**config.mk**
```make
export PLATFORM = sky130hd
export DESIGN_NAME = irc_front_flat
export DESIGN_NICKNAME = d
export VERILOG_FILES = /design/src/hw/rtl/irc_pkg.sv /design/src/hw/rtl/irc_if.sv /design/src/hw/rtl/irc_front.sv /design/src/flat_wrapper.sv
export SDC_FILE = /design/constraint.sdc
export NUM_CORES = 1
export LEC_CHECK = 0
export BUFFER_PORTS_ARGS = -buffer_cell sky130_fd_sc_hd__buf_4
export CAP_MARGIN = 10
export CORE_ASPECT_RATIO = 0.8
export CORE_UTILIZATION = 59
export CTS_BUF_LIST = sky130_fd_sc_hd__clkbuf_4
export DETAILED_ROUTE_END_ITERATION = 10
export GPL_ROUTABILITY_DRIVEN = 0
export PLACE_DENSITY = 0.82
export SLEW_MARGIN = 0
export SYNTH_ARGS = -nofsm -noshare
export SYNTH_HDL_FRONTEND = slang
export SYNTH_SLANG_ARGS = --single-unit
```
**constraint.sdc**
```tcl
create_clock -name i_clk -period 6.05 [get_ports i_clk]
set_input_delay 1.21 -clock i_clk [delete_from_list [all_inputs] [get_ports i_clk]]
set_output_delay 1.21 -clock i_clk [all_outputs]
set_load 0.03 [all_outputs]
```
**src/hw/rtl/irc_pkg.sv**
```systemverilog
package irc_pkg;

    // field widths
    localparam int PSN_W   = 24;
    localparam int TS_W    = 32;
    localparam int TXB_W   = 32;
    localparam int QLEN_W  = 24;
    localparam int MBPS_W  = 20;
    localparam int RATIO_W = 17;
    localparam int UTIL_W  = 20;
    localparam int STAGE_W = 5;
    localparam int AI_W    = 16;
    localparam int RTT_W   = 24;

    // configuration port
    localparam int CFG_IDX_W  = 3;
    localparam int CFG_DATA_W = 24;

    localparam logic [CFG_IDX_W-1:0] REG_TARGET_UTIL    = 3'd0;
    localparam logic [CFG_IDX_W-1:0] REG_MAX_STAGE      = 3'd1;
    localparam logic [CFG_IDX_W-1:0] REG_RATE_AI_STEP   = 3'd2;
    localparam logic [CFG_IDX_W-1:0] REG_START_REF_RATE = 3'd3;
    localparam logic [CFG_IDX_W-1:0] REG_BASE_RTT_NS    = 3'd4;
    localparam logic [CFG_IDX_W-1:0] REG_MIN_RATE_RATIO = 3'd5;

    localparam logic [RATIO_W-1:0] RST_TARGET_UTIL    = 17'd62259;
    localparam logic [STAGE_W-1:0] RST_MAX_STAGE      = 5'd5;
    localparam logic [AI_W-1:0]    RST_RATE_AI_STEP   = 16'd33;
    localparam logic [RATIO_W-1:0] RST_START_REF_RATE = 17'd65536;
    localparam logic [RTT_W-1:0]   RST_BASE_RTT_NS    = 24'd10000;
    localparam logic [RATIO_W-1:0] RST_MIN_RATE_RATIO = 17'd66;

    localparam logic [RATIO_W-1:0] ONE_Q16  = 17'd65536;
    localparam logic [UTIL_W-1:0]  UTIL_MAX = 20'hFFFFF;
    localparam logic [UTIL_W-1:0]  UTIL_ONE = 20'd65536;
    localparam logic [12:0]        BITS_X_NS = 13'd8000;

    // hop table
    localparam int MAX_HOPS_DEF = 8;

    // ingress queue
    localparam int QUEUE_DEPTH = 4;
    localparam int QPTR_W      = $clog2(QUEUE_DEPTH);
    localparam int QCNT_W      = $clog2(QUEUE_DEPTH + 1);

    // saturating divider
    localparam int DIV_NUM_W = 61;
    localparam int DIV_DEN_W = 52;
    localparam int DIV_Q_W   = UTIL_W;
    localparam int DIV_CMP_W = DIV_DEN_W + DIV_Q_W;
    localparam int DIV_CNT_W = $clog2(DIV_Q_W);

    typedef struct packed {
        logic [PSN_W-1:0]  ack_psn;
        logic [PSN_W-1:0]  sender_next_psn;
        logic              hop_present;
        logic [TS_W-1:0]   hop_timestamp_ns;
        logic [TXB_W-1:0]  hop_tx_bytes;
        logic [QLEN_W-1:0] hop_qlen_bytes;
        logic [MBPS_W-1:0] hop_line_rate_mbps;
        logic              last_hop;
    } t_item;

    typedef struct packed {
        logic valid;
        logic pop;
    } t_q_ctl;

endpackage

```
**src/hw/rtl/irc_if.sv**
```systemverilog
interface irc_ack_if;
    logic                            valid;
    logic                            ready;
    logic [irc_pkg::PSN_W-1:0]       ack_psn;
    logic [irc_pkg::PSN_W-1:0]       sender_next_psn;
    logic                            hop_present;
    logic [irc_pkg::TS_W-1:0]        hop_timestamp_ns;
    logic [irc_pkg::TXB_W-1:0]       hop_tx_bytes;
    logic [irc_pkg::QLEN_W-1:0]      hop_qlen_bytes;
    logic [irc_pkg::MBPS_W-1:0]      hop_line_rate_mbps;
    logic                            last_hop;

    modport source (
        output valid, ack_psn, sender_next_psn, hop_present, hop_timestamp_ns,
               hop_tx_bytes, hop_qlen_bytes, hop_line_rate_mbps, last_hop,
        input  ready
    );
    modport sink (
        input  valid, ack_psn, sender_next_psn, hop_present, hop_timestamp_ns,
               hop_tx_bytes, hop_qlen_bytes, hop_line_rate_mbps, last_hop,
        output ready
    );
endinterface


```
**src/hw/rtl/irc_front.sv**
```systemverilog
module irc_front (
    input  logic                i_clk,
    input  logic                i_rst_n,
    irc_ack_if.sink             i_ack,
    input  logic                i_pop,
    output logic                o_valid,
    output irc_pkg::t_item      o_item
);
    irc_pkg::t_item                 r_q [irc_pkg::QUEUE_DEPTH];
    logic [irc_pkg::QPTR_W-1:0]     r_wp;
    logic [irc_pkg::QPTR_W-1:0]     r_rp;
    logic [irc_pkg::QCNT_W-1:0]     r_cnt;
    irc_pkg::t_item                 w_in;
    logic                           w_push;
    logic                           w_pop;

    // normalize: zero line rate counts as 1 Mbps
    always_comb begin
        w_in.ack_psn            = i_ack.ack_psn;
        w_in.sender_next_psn    = i_ack.sender_next_psn;
        w_in.hop_present        = i_ack.hop_present;
        w_in.hop_timestamp_ns   = i_ack.hop_timestamp_ns;
        w_in.hop_tx_bytes       = i_ack.hop_tx_bytes;
        w_in.hop_qlen_bytes     = i_ack.hop_qlen_bytes;
        w_in.hop_line_rate_mbps = (i_ack.hop_line_rate_mbps == '0) ?
                                  irc_pkg::MBPS_W'(1) : i_ack.hop_line_rate_mbps;
        w_in.last_hop           = i_ack.last_hop;
    end

    assign i_ack.ready = (r_cnt != irc_pkg::QCNT_W'(irc_pkg::QUEUE_DEPTH));
    assign w_push      = i_ack.valid && i_ack.ready;
    assign w_pop       = i_pop && o_valid;
    assign o_valid     = (r_cnt != '0);
    assign o_item      = r_q[r_rp];

    always_ff @(posedge i_clk) begin
        if (!i_rst_n) begin
            r_wp  <= '0;
            r_rp  <= '0;
            r_cnt <= '0;
        end else begin
            if (w_push) begin
                r_q[r_wp] <= w_in;
                r_wp      <= r_wp + 1'b1;
            end
            if (w_pop) begin
                r_rp <= r_rp + 1'b1;
            end
            case ({w_push, w_pop})
                2'b10:   r_cnt <= r_cnt + 1'b1;
                2'b01:   r_cnt <= r_cnt - 1'b1;
                default: r_cnt <= r_cnt;
            endcase
        end
    end
endmodule

```
**src/flat_wrapper.sv**
```systemverilog
// flat-port wrapper written by rule: the top's interface ports become plain ports
module irc_front_flat 
  (i_clk, i_rst_n, i_pop, o_valid, o_item, i_ack_valid, i_ack_ack_psn, i_ack_sender_next_psn, i_ack_hop_present, i_ack_hop_timestamp_ns, i_ack_hop_tx_bytes, i_ack_hop_qlen_bytes, i_ack_hop_line_rate_mbps, i_ack_last_hop, i_ack_ready);
  irc_ack_if i_ack_i ();
  input  logic i_clk;
  input  logic i_rst_n;
  input  logic i_pop;
  output logic o_valid;
  output irc_pkg::t_item o_item;
  input wire logic [$bits(i_ack_i.valid)-1:0] i_ack_valid;
  input wire logic [$bits(i_ack_i.ack_psn)-1:0] i_ack_ack_psn;
  input wire logic [$bits(i_ack_i.sender_next_psn)-1:0] i_ack_sender_next_psn;
  input wire logic [$bits(i_ack_i.hop_present)-1:0] i_ack_hop_present;
  input wire logic [$bits(i_ack_i.hop_timestamp_ns)-1:0] i_ack_hop_timestamp_ns;
  input wire logic [$bits(i_ack_i.hop_tx_bytes)-1:0] i_ack_hop_tx_bytes;
  input wire logic [$bits(i_ack_i.hop_qlen_bytes)-1:0] i_ack_hop_qlen_bytes;
  input wire logic [$bits(i_ack_i.hop_line_rate_mbps)-1:0] i_ack_hop_line_rate_mbps;
  input wire logic [$bits(i_ack_i.last_hop)-1:0] i_ack_last_hop;
  output wire logic [$bits(i_ack_i.ready)-1:0] i_ack_ready;
  assign i_ack_i.valid = i_ack_valid;
  assign i_ack_i.ack_psn = i_ack_ack_psn;
  assign i_ack_i.sender_next_psn = i_ack_sender_next_psn;
  assign i_ack_i.hop_present = i_ack_hop_present;
  assign i_ack_i.hop_timestamp_ns = i_ack_hop_timestamp_ns;
  assign i_ack_i.hop_tx_bytes = i_ack_hop_tx_bytes;
  assign i_ack_i.hop_qlen_bytes = i_ack_hop_qlen_bytes;
  assign i_ack_i.hop_line_rate_mbps = i_ack_hop_line_rate_mbps;
  assign i_ack_i.last_hop = i_ack_last_hop;
  assign i_ack_ready = i_ack_i.ready;
  irc_front u_core (.i_clk(i_clk), .i_rst_n(i_rst_n), .i_ack(i_ack_i), .i_pop(i_pop), .o_valid(o_valid), .o_item(o_item));
endmodule
```
Word level (Yosys, flattened, before mapping)
Memory sizes are Yosys's and may differ from the RTL's. A register that Yosys moved wholly into a read port is not among the register bits.
Cells that the tools add are included.
{"block": "word_totals", "regBits": 7, "mem_bits_rw": 632, "elab_cells": 23, "memories": 1}
{"name": "u_core.r_q", "depth": 4, "width": 158, "rd": 1, "rd_clocked_by_memory_dff": 1, "write_ports": 1, "line": "irc_front.sv:9", "text": "irc_pkg::t_item r_q [irc_pkg::QUEUE_DEPTH];"}
{"block": "op_classes", "n_addsub": 4, "n_eq_ne": 3, "n_mux": 7, "reduce_logical": 5}
{"op": "20-bit zero test", "count": 1}
{"op": "20-bit 2-to-1 mux", "count": 1}
{"op": "3-bit case mux with 2 select lines", "count": 1}
{"op": "2-bit by 1-bit adder with 2-bit output (second input constant)", "count": 2}
{"op": "2-bit 2-to-1 mux", "count": 2}
{"op": "3-bit by 1-bit adder with 3-bit output (second input constant)", "count": 1}
{"op": "1-bit 2-to-1 mux", "count": 3}
{"op": "3-bit != test (second input constant)", "count": 1}
{"op": "3-bit nonzero test", "count": 1}
{"op": "3-bit by 1-bit subtractor with 3-bit output (second input constant)", "count": 1}
{"op": "2-bit by 1-bit == test with 1-bit output (second input constant)", "count": 1}
{"op": "2-bit == test (second input constant)", "count": 1}
{"op": "1-bit logical AND", "count": 2}
{"op": "2-bit nonzero test", "count": 1}

Logic depth before layout (Yosys ltp)
{"block": "logic_depth", "word_depth": 5, "mapped_depth": 10, "mapped_depth_nobuf": 9}

Worst setup path after synthesis
No wires, ideal clock.
{"block": "synth_path", "kind": "input to register", "from": "input port i_ack_valid", "to": "memory u_core.r_q[1][0] (netlist bit) (enable)", "setup_ns": 0.538, "arrival_ns": 5.008, "required_ns": 5.512, "setup_slack_ns": 0.503, "path_stages": 2, "path_cell_list": "and2_4 > and3_1"}
{"block": "synth_via", "elab_chain_len": 4}
{"item": "start: declaration", "line": "flat_wrapper.sv:10", "text": "input wire logic [$bits(i_ack_i.valid)-1:0] i_ack_valid;"}
{"item": "1-bit logical AND", "line": "irc_front.sv:31", "text": "assign w_push = i_ack.valid && i_ack.ready;"}
{"item": "1-bit 2-to-1 mux", "line": "irc_front.sv:42", "text": "if (w_push) begin"}
{"item": "1-bit 2-to-1 mux", "line": "irc_front.sv:37", "text": "if (!i_rst_n) begin"}
{"item": "1-bit 2-to-1 mux (not written as such)", "line": "irc_front.sv:43", "text": "r_q[r_wp] <= w_in;"}
{"item": "end: declaration", "line": "irc_front.sv:9"}
Every way passes these cells.

==> summary.txt <==
Status
  – Status: finished clean

Layout
  – Commonest cells after routing, fill and taps aside: 632 x edfxtp_1, 331 x buf_4, 208 x clkbuf_4
  – P&R area growth vs syn: 20.4%
  – Layout cells sized above 1: 0.506
  – Fin nets: 1,507
  – Fillers: 2,195
  – Register Area: 19,200 sq um
  – Commonest non-fill, non-tap cell in the layout: edfxtp_1
  – Multi-input gate area: 3890 sq um

Worst setup path
  – Critical path type: flop to output port
  – Cell family with most CP delay: flip-flops
  – Max FO, Critical Path: 57
  – Slowest-stage cell, CP: dfxtp_4
  – CP bufs+invs: 2
  – Worst Setup Start Kind: flop
  – Worst-path cell chain: buf_4 -> mux4_2 -> buf_4
  – Crit. End Element: output port
  – Critical Path Most Common Cell: buf_4
  – Slowest stage delay, CP: 0.90 ns
  – Critical path data arrival time: 3.21 ns
  – CP required: 4.84 ns

Die
  – IO Count: 322
  – Die height: 180 microns
  – Die area: 40,500 sq um
  – Die X: 225 microns
  – Site Rows: 64
  – Starting Density: 0.605
  – Core Box Area: 38,700 sq um

Power
  – Power Dens Cells: 411 nW/um^2
  – LEAKAGE: 9.51 nW
  – Switching Fraction: 0.300
  – Sequential share of power: 0.455
  – Combinational share of power: 0.262
  – Switching power: 3.48 mW
  – Clock power frac: 0.283
  – Total power: 11.6 mW
  – Power Internal: 8.11 mW
  – Peak VDD IR: 0.000318 V

Logic synthesis
  – Syn Inst Count: 904
  – Syn_area_per_cell: 25.9 sq um
  – Ys Warns: 0
  – Compound-Gate Fraction of Synth Area: 0.00283
  – Synth Area in Simple Gates: 0.00535
  – Post-Syn Area: 23,400 sq um
  – Synth Area in XOR/XNOR: 0.00150
  – Mux cell area share after synthesis: 0.152
  – Combinational family with the most area after synthesis: multiplexers
  – Adder-cell share of the synthesized area: 0.00353
  – Syn nets: 1,072
  – Synth Register Bits: 641
  – Netlist cell types: 24
  – Post-synthesis sequential area ratio: 0.819

Clock tree
  – Clock Sinks: 641
  – Clock Path Buffers: 3
  – Postcts setup bufs: 0
  – CTS Buf Count: 152
  – Root buf cell: clkbuf_4
  – Worst-Skew Late Latency: 0.90 ns
  – Clock slew at reported path FFs: 0.07 ns
  – Hold_buf cts: 0
  – H-tree levels: 4
  – Post-CTS Resized: 0
  – Clock tree from TritonCTS: yes

STA
  – Setup slack after layout: 1.63 ns
  – Hold_ws: 0.512 ns
  – Final min period: 4.42 ns
  – Clk_skew: 0.0910 ns
  – Hold Fails Final Rpt: 0
  – Max Clock Freq: 226 MHz
  – Final setup fails: 0
  – Final TNS setup: 0 ns
  – Slew Limit Fails: 0
  – Period utilization: 0.730
  – Slew Limit Headroom: 0.302
  – Worst slew pin tran: 1.05 ns
  – RSZ-0062 raised after global routing: false

Routing
  – Via count: 11,100
  – Via density: 5.62
  – Initial drt markers: 833
  – DR DRC count: 0
  – Post-Route WL: 46.2 mm
  – TritonRoute pass-1 iters: 4
  – Number of routed nets with antenna violations: 0
  – Drt wl/cell: 23.4 microns

Worst hold path
  – Worst hold-check path type: input pin to flop

Run
  – Max-cap viol count: 0

Global route
  – Initial antenna violation count: 8
  – First-pass GRT wire length: 68.6 mm
  – Number of global-route vias before repair: 11,700
  – GR Overflow Total: 0
  – Largest net degree at the start of global routing: 67
  – GR Util All Layers: 0.233

Placed design
  – Pre-CTS WS: 2.52 ns
  – Dpl hpwl: 27.8 mm
  – Input/output buffers: 321
worst reg2reg max path, stage by stage, from the launching register on:
cell and delay (ns):
dfxtp_1 0.42, or3b_1 0.27, and2_4 0.22, and3_4 0.90, buf_4 0.62
metal layers:
layer  GRT usage  routed length [microns]
met1       0.296                    17800
met2       0.370                    23200
met3      0.0990                     4470
met4      0.0727                      705
met5           0                       39
final cells by class:
class | instances | area share
Clock inverter | 46 | 0.00897
Clock buffer | 208 | 0.0554
Sequential cell | 641 | 0.680
Tap cell | 528 | 0.0234
Multi-Input combinational cell | 200 | 0.138
Timing Repair Buffer | 337 | 0.0924
Inverter | 7 | 0.000932
Antenna cell | 8 | 0.000710
per-stage QoR:
stage | area [sq um] | instances | utilization
after floorplan | 23400 | 904 | -
after global placement | 26300 | 1713 | 0.681
after detailed placement | 26300 | 1713 | 0.681
after CTS | 28200 | 1967 | 0.728
after global routing | 28200 | 1973 | 0.728
final | 28200 | 1975 | 0.729
synth_stat cells, drive strengths merged:
| library cell | instances | area share |
|---|---|---|
| a21o | 2 | 0.00064 |
| and2 | 1 | 0.00037 |
| ha | 5 | 0.0027 |
| buf | 33 | 0.011 |
| nor4 | 5 | 0.0013 |
| xnor2 | 1 | 0.00037 |
| clkbuf | 23 | 0.0037 |
| dfxtp | 9 | 0.0077 |
| and3 | 5 | 0.0013 |
| o31a | 1 | 0.00037 |
| o21ai | 1 | 0.00021 |
| xor2 | 3 | 0.0011 |
| nand3 | 2 | 0.00043 |
| inv | 7 | 0.0011 |
| a31o | 1 | 0.00037 |
| a21oi | 4 | 0.00086 |
| mux4 | 158 | 0.15 |
| or3b | 1 | 0.00037 |
| nor2 | 6 | 0.00096 |
| o311ai | 1 | 0.00037 |
| fa | 1 | 0.00086 |
| or3 | 2 | 0.00053 |
| edfxtp | 632 | 0.81 |
worst paths after layout:
kind | start | end | slack (ns) | cells after the start
setup / recovery | flop | o_item[31] | 1.63 | 3
hold / removal | i_ack_hop_qlen_bytes[0] | u_core.r_q[3][21]$_DFFE_PP_ | 0.51 | 1
setup reg to reg | u_core.r_cnt[0]$_SDFFE_PN0P_ | u_core.r_q[1][3]$_DFFE_PP_ | 3.16 | 4
hold reg to reg | u_core.r_cnt[2]$_SDFFE_PN0P_ | u_core.r_cnt[2]$_SDFFE_PN0P_ | 0.56 | 2
cell families (layout without fill, tap and decap cells):
| group | after synthesis | in the layout |
|---|---|---|
| flops | 641 | 641 |
| mux | 158 | 158 |
| buf+inv | 63 | 598 |
| simple gates | 22 | 22 |
| compound gates | 10 | 10 |
| fa+ha+maj | 6 | 6 |
| xor+xnor | 4 | 4 |
| other cells | 0 | 8 |
state kept, by name, summed over array words and instances, names as in the netlist, named ones only:
name,count
u_core.r_q,632
u_core.r_wp,2
u_core.r_cnt,3
u_core.r_rp,2
power by group through the flow:
stage	clock (mW)	sequential, mW	combinational (mW)
floorplan	0	5.27	2.18
global placement	0	5.36	3.02
detailed placement	0	5.38	3.06
CTS	3.37	5.28	3.08
global route	3.61	5.30	3.18
finish	3.28	5.27	3.04
Note: power is estimated with default switching activity, not from simulation.
